`src/lfu_pkg.sv`:
```
// Shared types and constants for the LFU cache table.
// No dependencies; used by the interfaces, the scan unit and the top level.
package lfu_pkg;

    localparam int ENTRIES_DEF = 64;
    localparam int KEY_W       = 32;
    localparam int VAL_W       = 31;
    localparam int USE_W       = 32;
    localparam int STAMP_W     = 64;
    localparam int CAP_W       = 7;
    localparam logic [CAP_W-1:0] CAP_RESET = 7'd64;

    localparam logic CMD_GET = 1'b0;
    localparam logic CMD_PUT = 1'b1;

    typedef struct packed {
        logic [KEY_W-1:0]   key;
        logic [VAL_W-1:0]   value;
        logic [USE_W-1:0]   use_cnt;
        logic [STAMP_W-1:0] stamp;
    } t_entry;

    // Flags produced by the scan unit after a full pass
    typedef struct packed {
        logic hit;
        logic min_found;
        logic free_found;
    } t_scan_flags;

    typedef enum logic [3:0] {
        ST_IDLE   = 4'b0001,
        ST_SCAN   = 4'b0010,
        ST_DECIDE = 4'b0100,
        ST_DONE   = 4'b1000
    } t_state;

endpackage

```
`src/lfu_scan.sv`:
```
// Scan accumulator: walks the entries one per cycle and tracks the key match,
// the LFU/LRU victim and the lowest free slot. Depends on lfu_pkg.
module lfu_scan #(
    parameter int IDX_W = 6
) (
    input  logic                         i_clk,
    input  logic                         i_rst_n,
    input  logic                         i_start,
    input  logic                         i_vld,
    input  logic [IDX_W-1:0]             i_idx,
    input  logic                         i_ent_valid,
    input  lfu_pkg::t_entry              i_ent,
    input  logic [lfu_pkg::KEY_W-1:0]    i_key,
    output lfu_pkg::t_scan_flags         o_flags,
    output logic [IDX_W-1:0]             o_hit_idx,
    output lfu_pkg::t_entry              o_hit_ent,
    output logic [IDX_W-1:0]             o_min_idx,
    output logic [IDX_W-1:0]             o_free_idx
);

    lfu_pkg::t_scan_flags r_flags, n_flags;
    logic [IDX_W-1:0]     r_hit_idx, r_min_idx, r_free_idx;
    lfu_pkg::t_entry      r_hit_ent;
    logic [lfu_pkg::USE_W-1:0]   r_min_cnt;
    logic [lfu_pkg::STAMP_W-1:0] r_min_stamp;
    logic take_hit, take_min, take_free;

    // Decide which trackers this entry updates
    always_comb begin
        take_hit  = i_vld && i_ent_valid && !r_flags.hit && (i_ent.key == i_key);
        take_min  = i_vld && i_ent_valid &&
                    (!r_flags.min_found ||
                     ({i_ent.use_cnt, i_ent.stamp} < {r_min_cnt, r_min_stamp}));
        take_free = i_vld && !i_ent_valid && !r_flags.free_found;
        n_flags = r_flags;
        if (take_hit) begin
            n_flags.hit = 1'b1;
        end
        if (take_min) begin
            n_flags.min_found = 1'b1;
        end
        if (take_free) begin
            n_flags.free_found = 1'b1;
        end
    end

    // Clear flags on start, else accumulate
    always_ff @(posedge i_clk) begin
        if (!i_rst_n || i_start) begin
            r_flags <= '0;
        end else begin
            r_flags <= n_flags;
        end
    end

    // Capture payload of the tracked entries
    always_ff @(posedge i_clk) begin
        if (take_hit) begin
            r_hit_idx <= i_idx;
            r_hit_ent <= i_ent;
        end
        if (take_min) begin
            r_min_idx   <= i_idx;
            r_min_cnt   <= i_ent.use_cnt;
            r_min_stamp <= i_ent.stamp;
        end
        if (take_free) begin
            r_free_idx <= i_idx;
        end
    end

    assign o_flags    = r_flags;
    assign o_hit_idx  = r_hit_idx;
    assign o_hit_ent  = r_hit_ent;
    assign o_min_idx  = r_min_idx;
    assign o_free_idx = r_free_idx;

endmodule

```
`config.mk`:
```
export PLATFORM = sky130hd
export DESIGN_NAME = lfu_scan
export DESIGN_NICKNAME = d
export VERILOG_FILES = /design/src/lfu_pkg.sv /design/src/lfu_scan.sv
export SDC_FILE = /design/constraint.sdc
export NUM_CORES = 1
export LEC_CHECK = 0
export ABC_AREA = 0
export BUFFER_PORTS_ARGS = -buffer_cell sky130_fd_sc_hd__buf_4
export CAP_MARGIN = 20
export CORE_MARGIN = 8
export CORE_UTILIZATION = 50
export CTS_CLUSTER_SIZE = 10
export DETAILED_ROUTE_END_ITERATION = 12
export PLACE_DENSITY_LB_ADDON = 0.25
export SLEW_MARGIN = 15
export SYNTH_ARGS = -nofsm -noshare
export SYNTH_HDL_FRONTEND = slang
export SYNTH_SLANG_ARGS = --single-unit
```
`constraint.sdc`:
```
create_clock -name i_clk -period 22.8 [get_ports i_clk]
set_input_delay 3.42 -clock i_clk [delete_from_list [all_inputs] [get_ports i_clk]]
set_output_delay 3.42 -clock i_clk [all_outputs]
set_load 0.01 [all_outputs]
```
==> results of run 1 <==
worst max-delay path: cells and delay by family:
family / cells / cell delay, ns
and+or+nand+nor: 4 / 0.97
xor gates and xnor gates: 1 / 0.15
buffers and inverters: 3 / 1.58
where the power goes:
part	switching, mW	total (mW)	internal, mW
clock	0.186	0.478	0.292
sequential	0.00214	0.571	0.568
combinational	0.0388	0.0805	0.0418
total	0.227	1.13	0.903
logic make-up after synthesis:
| group | after synthesis |
|---|---|
| buffers and inverters | 96 |
| adders and majority gates | 95 |
| AOI/OAI and AO/OA | 81 |
| xor gates and xnor gates | 32 |
| and+or+nand+nor | 83 |
| DFF | 276 |
area by class of cell:
| class | count | area [um^2] | area share, % |
|---|---|---|---|
| clock buffer | 45 | 966 | 6.33 |
| sequential | 276 | 8260 | 54.1 |
| tap | 280 | 350 | 2.30 |
| inverter | 96 | 360 | 2.36 |
| timing repair buffer | 386 | 2900 | 19.0 |
| multi-input combinational | 291 | 2410 | 15.8 |
| clock inverter | 2 | 12.5 | 0.0820 |
metal layers:
metal / vias up / routed length [um] / global-route usage [%]
met1: 3314 / 11000 / 24.1
met5: - / 13 / 0
li1: 3322 / - / -
met2: 277 / 13900 / 32.6
met4: 2 / 589 / 5.81
met3: 47 / 2580 / 6.93
worst min-delay path by stage:
stage / to / slack [ns]
after floorplan: o_flags[2] / 0.52
after CTS: o_flags[2] / 0.54
after global placement: o_flags[0] / 0.49
final: o_flags[0] / 0.52
after detailed placement: o_flags[0] / 0.53
after global routing: o_flags[2] / 0.58
flip-flops by register name, summed over array words and instances, names as in the netlist:
signal,flops
o_flags,3
o_free_idx,6
o_hit_ent,159
o_hit_idx,6
o_min_idx,6
r_min_cnt,32
r_min_stamp,64
through the flow:
stage / cell area, um^2 / hold WS, ns / setup slack, ns / power, mW
global placement: 14300 / 0.489 / 16.19 / 0.659
floorplan: 11000 / 0.516 / 2.11 / 0.615
global route: 15300 / 0.575 / 16.48 / 1.17
finish: 15300 / 0.523 / 16.72 / 1.13
CTS: 15300 / 0.541 / 16.70 / 1.14
detailed placement: 14300 / 0.525 / 16.21 / 0.662
cell usage in the layout (no fill, tap or decap), types with 12 or more instances in the layout:
master	instances
buf_4	386
nand4_1	23
ha_1	95
a21o_1	13
nor2_1	12
nand2_1	21
edfxtp_1	273
a21oi_1	39
xor2_1	12
inv_1	96
clkbuf_16	37
xnor2_1	20
==> impl_metrics.env, run 1 <==
export IMPL_ir_drop_v=0.0000638
export IMPL_cts_tree="done"
export IMPL_grt_pass1_vias=7212
export IMPL_relSlewSlack_pct=26.9
export IMPL_rsz0062_at_grt="false"
export IMPL_synth_nets=960
export IMPL_finalSetupViolCount=0
export IMPL_cts_repair_resized=0
export IMPL_drtPass1Iterations=5
export IMPL_dp_cells=1329
export IMPL_fin_crit_ns=6.08
export IMPL_grt_first_pass_wirelength_mm=40.7
export IMPL_area_growth_pct=38.5
export IMPL_min_from="o_flags[0]"
export IMPL_synthCells=663
export IMPL_grtUsageTotal_pct=19.7
export IMPL_rr_startpoint="r_min_stamp[49]"
export IMPL_io_pins=382
export IMPL_diodes=0
export IMPL_row_count=54
export IMPL_clock_sinks=276
export IMPL_drt_wirelength_per_cell_um=20.4
export IMPL_hold_viol=0
export IMPL_clk_pin_slew_ns=0.05
export IMPL_post_route_cells_drive_above_1_share_pct=39.0
export IMPL_yosysTopAreaCell="edfxtp_1"
export IMPL_fp_dieH_um=164
export IMPL_netlist_top_cells_count="edfxtp_1 (273), inv_1 (96), ha_1 (95)"
export IMPL_die_w_um=164
export IMPL_drt_wl_total_mm=28.0
export IMPL_finClkSkew_ns=0.0165
export IMPL_final_util_pct=70.1
export IMPL_critPathCaptureType="flip-flop"
export IMPL_hold_class="flip-flop to flip-flop"
export IMPL_cpPeakStageDelay_ns=0.80
export IMPL_nets=1382
export IMPL_critPathLaunchType="primary input"
export IMPL_die_area_um2=27000
export IMPL_worstSetupEndpoint="o_hit_ent[114]"
export IMPL_async_flop_share_pct=0
export IMPL_slowest_stage="buf_4"
export IMPL_r2r_cells=10
export IMPL_max_cap_viol_count=0
export IMPL_synth_avg_cell_area_um2=16.6
export IMPL_synth_mux_area_share_pct=0
export IMPL_fmax_mhz=165
export IMPL_cts_buffer_depth=3
export IMPL_synth_simple_gate_area_share_pct=3.87
export IMPL_syn_area_um2=11000
export IMPL_dpl_hpwl_mm=21.3
export IMPL_worstPathArrival_ns=6.19
export IMPL_root_buffer="clkbuf_16"
export IMPL_post_cts_setup_buffers=0
export IMPL_stdcell_count=1376
export IMPL_initial_core_util_pct=50.6
export IMPL_p_leak_nw=6.51
export IMPL_hold_buffers=0
export IMPL_critPathMaxFanout=68
export IMPL_ant_nets=0
export IMPL_power_density_nw_per_um2=74.0
export IMPL_drc=0
export IMPL_nFillCells=1496
export IMPL_vias_per_cell=5.06
export IMPL_status="finished, final reports clean"
export IMPL_whs_path_depth=2
export IMPL_gp_congestion=0.845
export IMPL_synthAdderAreaFrac_pct=10.8
export IMPL_grt_ovfl_total=0
export IMPL_setup_worst_path_class="primary input to flip-flop"
export IMPL_maxSlewViolCount=0
export IMPL_via_count=6962
export IMPL_synth_top_family_by_area="adder cells"
export IMPL_coreArea_um2=21800
export IMPL_synth_cell_type_count=30
export IMPL_antenna_found_initial=1
export IMPL_reg2reg_slack_ns=19.45
export IMPL_synthFlopType="edfxtp_1"
export IMPL_ys_ff_latch=276
export IMPL_synth_most_common_cell="edfxtp_1"
export IMPL_port_buffers=381
export IMPL_netlist_top_cells_area="edfxtp_1 (74%), ha_1 (11%), inv_1 (3.3%)"
export IMPL_synth_xor_area_share_pct=2.54
export IMPL_yosys_warnings=0
export IMPL_startpoint="i_key[30]"
export IMPL_synth_edff_count=273
export IMPL_cp_required_ns=22.91
export IMPL_drt_iter0_drc=346
export IMPL_path_common_cell="buf_4"
export IMPL_htreeDepth=2
export IMPL_path_cells="buf_4 > xnor2_1 > nand4_1 > nor4_1 > nand4_1 > nor4_2 > buf_4 > buf_4"
export IMPL_numCtsBuffers=34
export IMPL_synth_compound_area_share_pct=4.55
export IMPL_clkLatencyLatePin_ns=0.49
export IMPL_fin_crit_sh_pct=26.7
export IMPL_rr_endpoint="r_min_cnt[5]"
export IMPL_grt_max_degree=70
export IMPL_yosysSeqAreaShare_pct=75.0
export IMPL_max_slew_worst_pin_slew_ns=1.09
export IMPL_final_setup_tns_ns=0
export IMPL_yosysTopAreaCellShare_pct=74.4
(Power assumes the default switching activity.)
==> run 2: changes to the inputs <==
- ABC_AREA: 0 -> 1
- CORE_UTILIZATION: 50 -> 46
- clock period: 22.8 -> 5.23 ns (I/O delays scaled with it)
==> run 2 against run 1 <==
Setup slack lost 14 ns. Largest power group unchanged. Core utilization down 5.6 points. Critical path depth rose by 3. Routed wire length increased by 1.1%. Sequential share of layout area down 1.5 points. Clock power grew to 4.3 times the previous value.
==> impl_metrics.env, run 2 <==
export IMPL_status="finished, final reports clean"
export IMPL_initial_core_util_pct=46.8
export IMPL_synthCells=792
export IMPL_fmax_mhz=353
export IMPL_cts_buffer_depth=3
export IMPL_yosysTopAreaCell="edfxtp_1"
export IMPL_cp_required_ns=5.34
export IMPL_max_slew_worst_pin_slew_ns=0.898
export IMPL_synth_avg_cell_area_um2=14.4
export IMPL_rsz0062_at_grt="false"
export IMPL_cts_tree="done"
export IMPL_gp_congestion=0.791
export IMPL_fin_crit_sh_pct=54.2
export IMPL_layout_commonest_cell="buf_4"
export IMPL_slowest_stage="buf_4"
export IMPL_syn_area_um2=11400
export IMPL_reg2reg_slack_ns=2.48
export IMPL_drc=0
export IMPL_drt_iter0_drc=364
export IMPL_nFillCells=1863
export IMPL_relSlewSlack_pct=39.7
export IMPL_setup_worst_path_class="primary input to flip-flop"
export IMPL_via_count=7367
export IMPL_fp_dieH_um=173
export IMPL_drt_wirelength_per_cell_um=18.3
export IMPL_crit_buf_inv=2
export IMPL_hold_buffers=0
export IMPL_clock_sinks=276
export IMPL_ir_drop_v=0.000233
export IMPL_row_count=57
export IMPL_async_flop_share_pct=0
export IMPL_cpPeakStageDelay_ns=0.66
export IMPL_synth_nets=1089
export IMPL_area_growth_pct=37.8
export IMPL_synth_most_common_cell="edfxtp_1"
export IMPL_clk_pin_slew_ns=0.05
export IMPL_path_cells="buf_4 > ha_1 > a21oi_1 > o21a_1 > nand2_1 > nor2_1 > nand2_1 > nand2_1 > nand2_1 > a21oi_4 > buf_4"
export IMPL_hold_class="primary input to flip-flop"
export IMPL_p_leak_nw=6.85
export IMPL_largest_register_ff_count=159
export IMPL_finClkSkew_ns=0.0133
export IMPL_synthFlopType="edfxtp_1"
export IMPL_die_area_um2=30100
export IMPL_max_cap_viol_count=0
export IMPL_setup_slack_ns=2.40
export IMPL_antenna_found_initial=1
export IMPL_critPathLaunchType="primary input"
export IMPL_clkLatencyLatePin_ns=0.49
export IMPL_preCtsSetupSlack_ns=1.82
export IMPL_final_cell_mix="buf_4 (384), edfxtp_1 (273), inv_1 (129)"
export IMPL_hold_viol=0
export IMPL_dpl_hpwl_mm=22.1
export IMPL_cpLargestDelayFamily="buffers and inverters"
export IMPL_die_w_um=173
export IMPL_io_pins=382
export IMPL_root_buffer="clkbuf_16"
export IMPL_final_setup_tns_ns=0
export IMPL_finalSetupViolCount=0
export IMPL_yosysTopAreaCellShare_pct=72.0
export IMPL_drtPass1Iterations=5
export IMPL_yosys_warnings=0
export IMPL_synth_cell_type_count=29
export IMPL_power_mw=4.94
export IMPL_post_cts_setup_buffers=0
export IMPL_port_buffers=381
export IMPL_netlist_top_cells_count="edfxtp_1 (273), inv_1 (129), nand2_1 (105)"
export IMPL_worstPathArrival_ns=2.94
export IMPL_cts_repair_resized=0
export IMPL_grt_first_pass_wirelength_mm=43.5
export IMPL_fin_crit_ns=2.83
export IMPL_grt_pass1_vias=7893
export IMPL_synth_edff_count=273
export IMPL_htreeDepth=2
export IMPL_maxSlewViolCount=0
export IMPL_numCtsBuffers=34
export IMPL_drt_wl_total_mm=28.3
export IMPL_power_density_nw_per_um2=315
export IMPL_grt_max_degree=108
export IMPL_ys_ff_latch=276
export IMPL_yosysSeqAreaShare_pct=72.5
export IMPL_grt_ovfl_total=0
export IMPL_nets=1510
export IMPL_vias_per_cell=4.75
export IMPL_critPathMaxFanout=64
export IMPL_ant_nets=0
export IMPL_post_route_cells_drive_above_1_share_pct=35.9
export IMPL_netlist_top_cells_area="edfxtp_1 (72%), ha_1 (10%), inv_1 (4.3%)"
export IMPL_coreArea_um2=24300
export IMPL_path_common_cell="nand2_1"
export IMPL_grtUsageTotal_pct=18.4
export IMPL_critPathCaptureType="flip-flop"
[run 2: cell count changes in the layout (fill, tap and decap cells not counted), moves of 4 or more]
cell / previous run / this run
nand2_1: 21 / 105
inv_1: 96 / 129
nor2_1: 12 / 32
a21o_1: 13 / 1
nand4_1: 23 / 12
xnor2_1: 20 / 11
a21oi_1: 39 / 47
nor3_1: 2 / 8
o21ai_1: 1 / 7
nor2_2: 0 / 4
o21a_1: 1 / 5
or2_2: 0 / 4
[run 2: cells by family (layout without fill, tap and decap cells)]
family	count (synthesis)	after routing	share of synthesized area, %
flip-flops	276	276	72.5
AND/OR/NAND/NOR	196	196	7.68
buffers and inverters	131	564	4.32
adder cells (fa/ha/maj)	95	95	10.4
AO/OA/AOI/OAI	70	70	3.23
XOR/XNOR	24	24	1.85
other	0	1	0
[run 2: layout make-up]
type / count / area, um^2 / share of cell area [%]
sequential: 276 / 8260 / 52.6
timing repair buffer: 385 / 2900 / 18.5
multi-input combinational: 385 / 2660 / 16.9
clock buffer: 45 / 966 / 6.15
inverter: 131 / 492 / 3.13
tap: 324 / 405 / 2.58
clock inverter: 3 / 12.5 / 0.0797
antenna: 1 / 2.50 / 0.0159
[run 2: routing by layer]
metal | share of wire (%) | routed length, um | global-route usage [%] | vias to the layer above
met1 | 37 | 10500 | 19.8 | 3417
met4 | 1.8 | 499 | 4.46 | 0
li1 | - | - | - | 3625
met3 | 9.0 | 2560 | 6.95 | 41
met5 | 0 | 0 | 0 | -
met2 | 52 | 14800 | 33.3 | 284
[run 2: report_power, final]
part	internal [mW]	switching [mW]
logic	0.188	0.192
clock network	1.27	0.799
registers	2.48	0.00950
total	3.94	1.00
[run 2: worst register-to-register path, cell delays in order, from the launching register on]
cell      delay (ns)
edfxtp_1        0.35
inv_1           0.06
ha_1            0.23
a21oi_1         0.18
o21a_1          0.14
nand2_1         0.06
nor2_1          0.19
nand2_1         0.11
nand2_1         0.10
nand2_1         0.09
a21oi_4         0.13
buf_4           0.66
[run 2: worst paths after layout]
kind	start	end	cells past startpoint
worst min register to register	o_flags[2]	o_flags[2]	2
worst min-delay path	i_ent[118]	o_hit_ent[118]	1
worst max-delay path	i_ent[31]	r_min_stamp[30]	11
worst max register to register	r_min_stamp[31]	r_min_stamp[30]	11
[run 2: through the flow]
stage	area [um^2]	hold WS, ns	util (%)	cells
after CTS	15700	0.445	64.5	1549
after detailed placement	14700	0.461	60.5	1501
after global placement	14700	0.456	60.5	1501
final	15700	0.468	64.6	1550
after global routing	15700	0.443	64.6	1550
after floorplan	11400	0.485	-	792
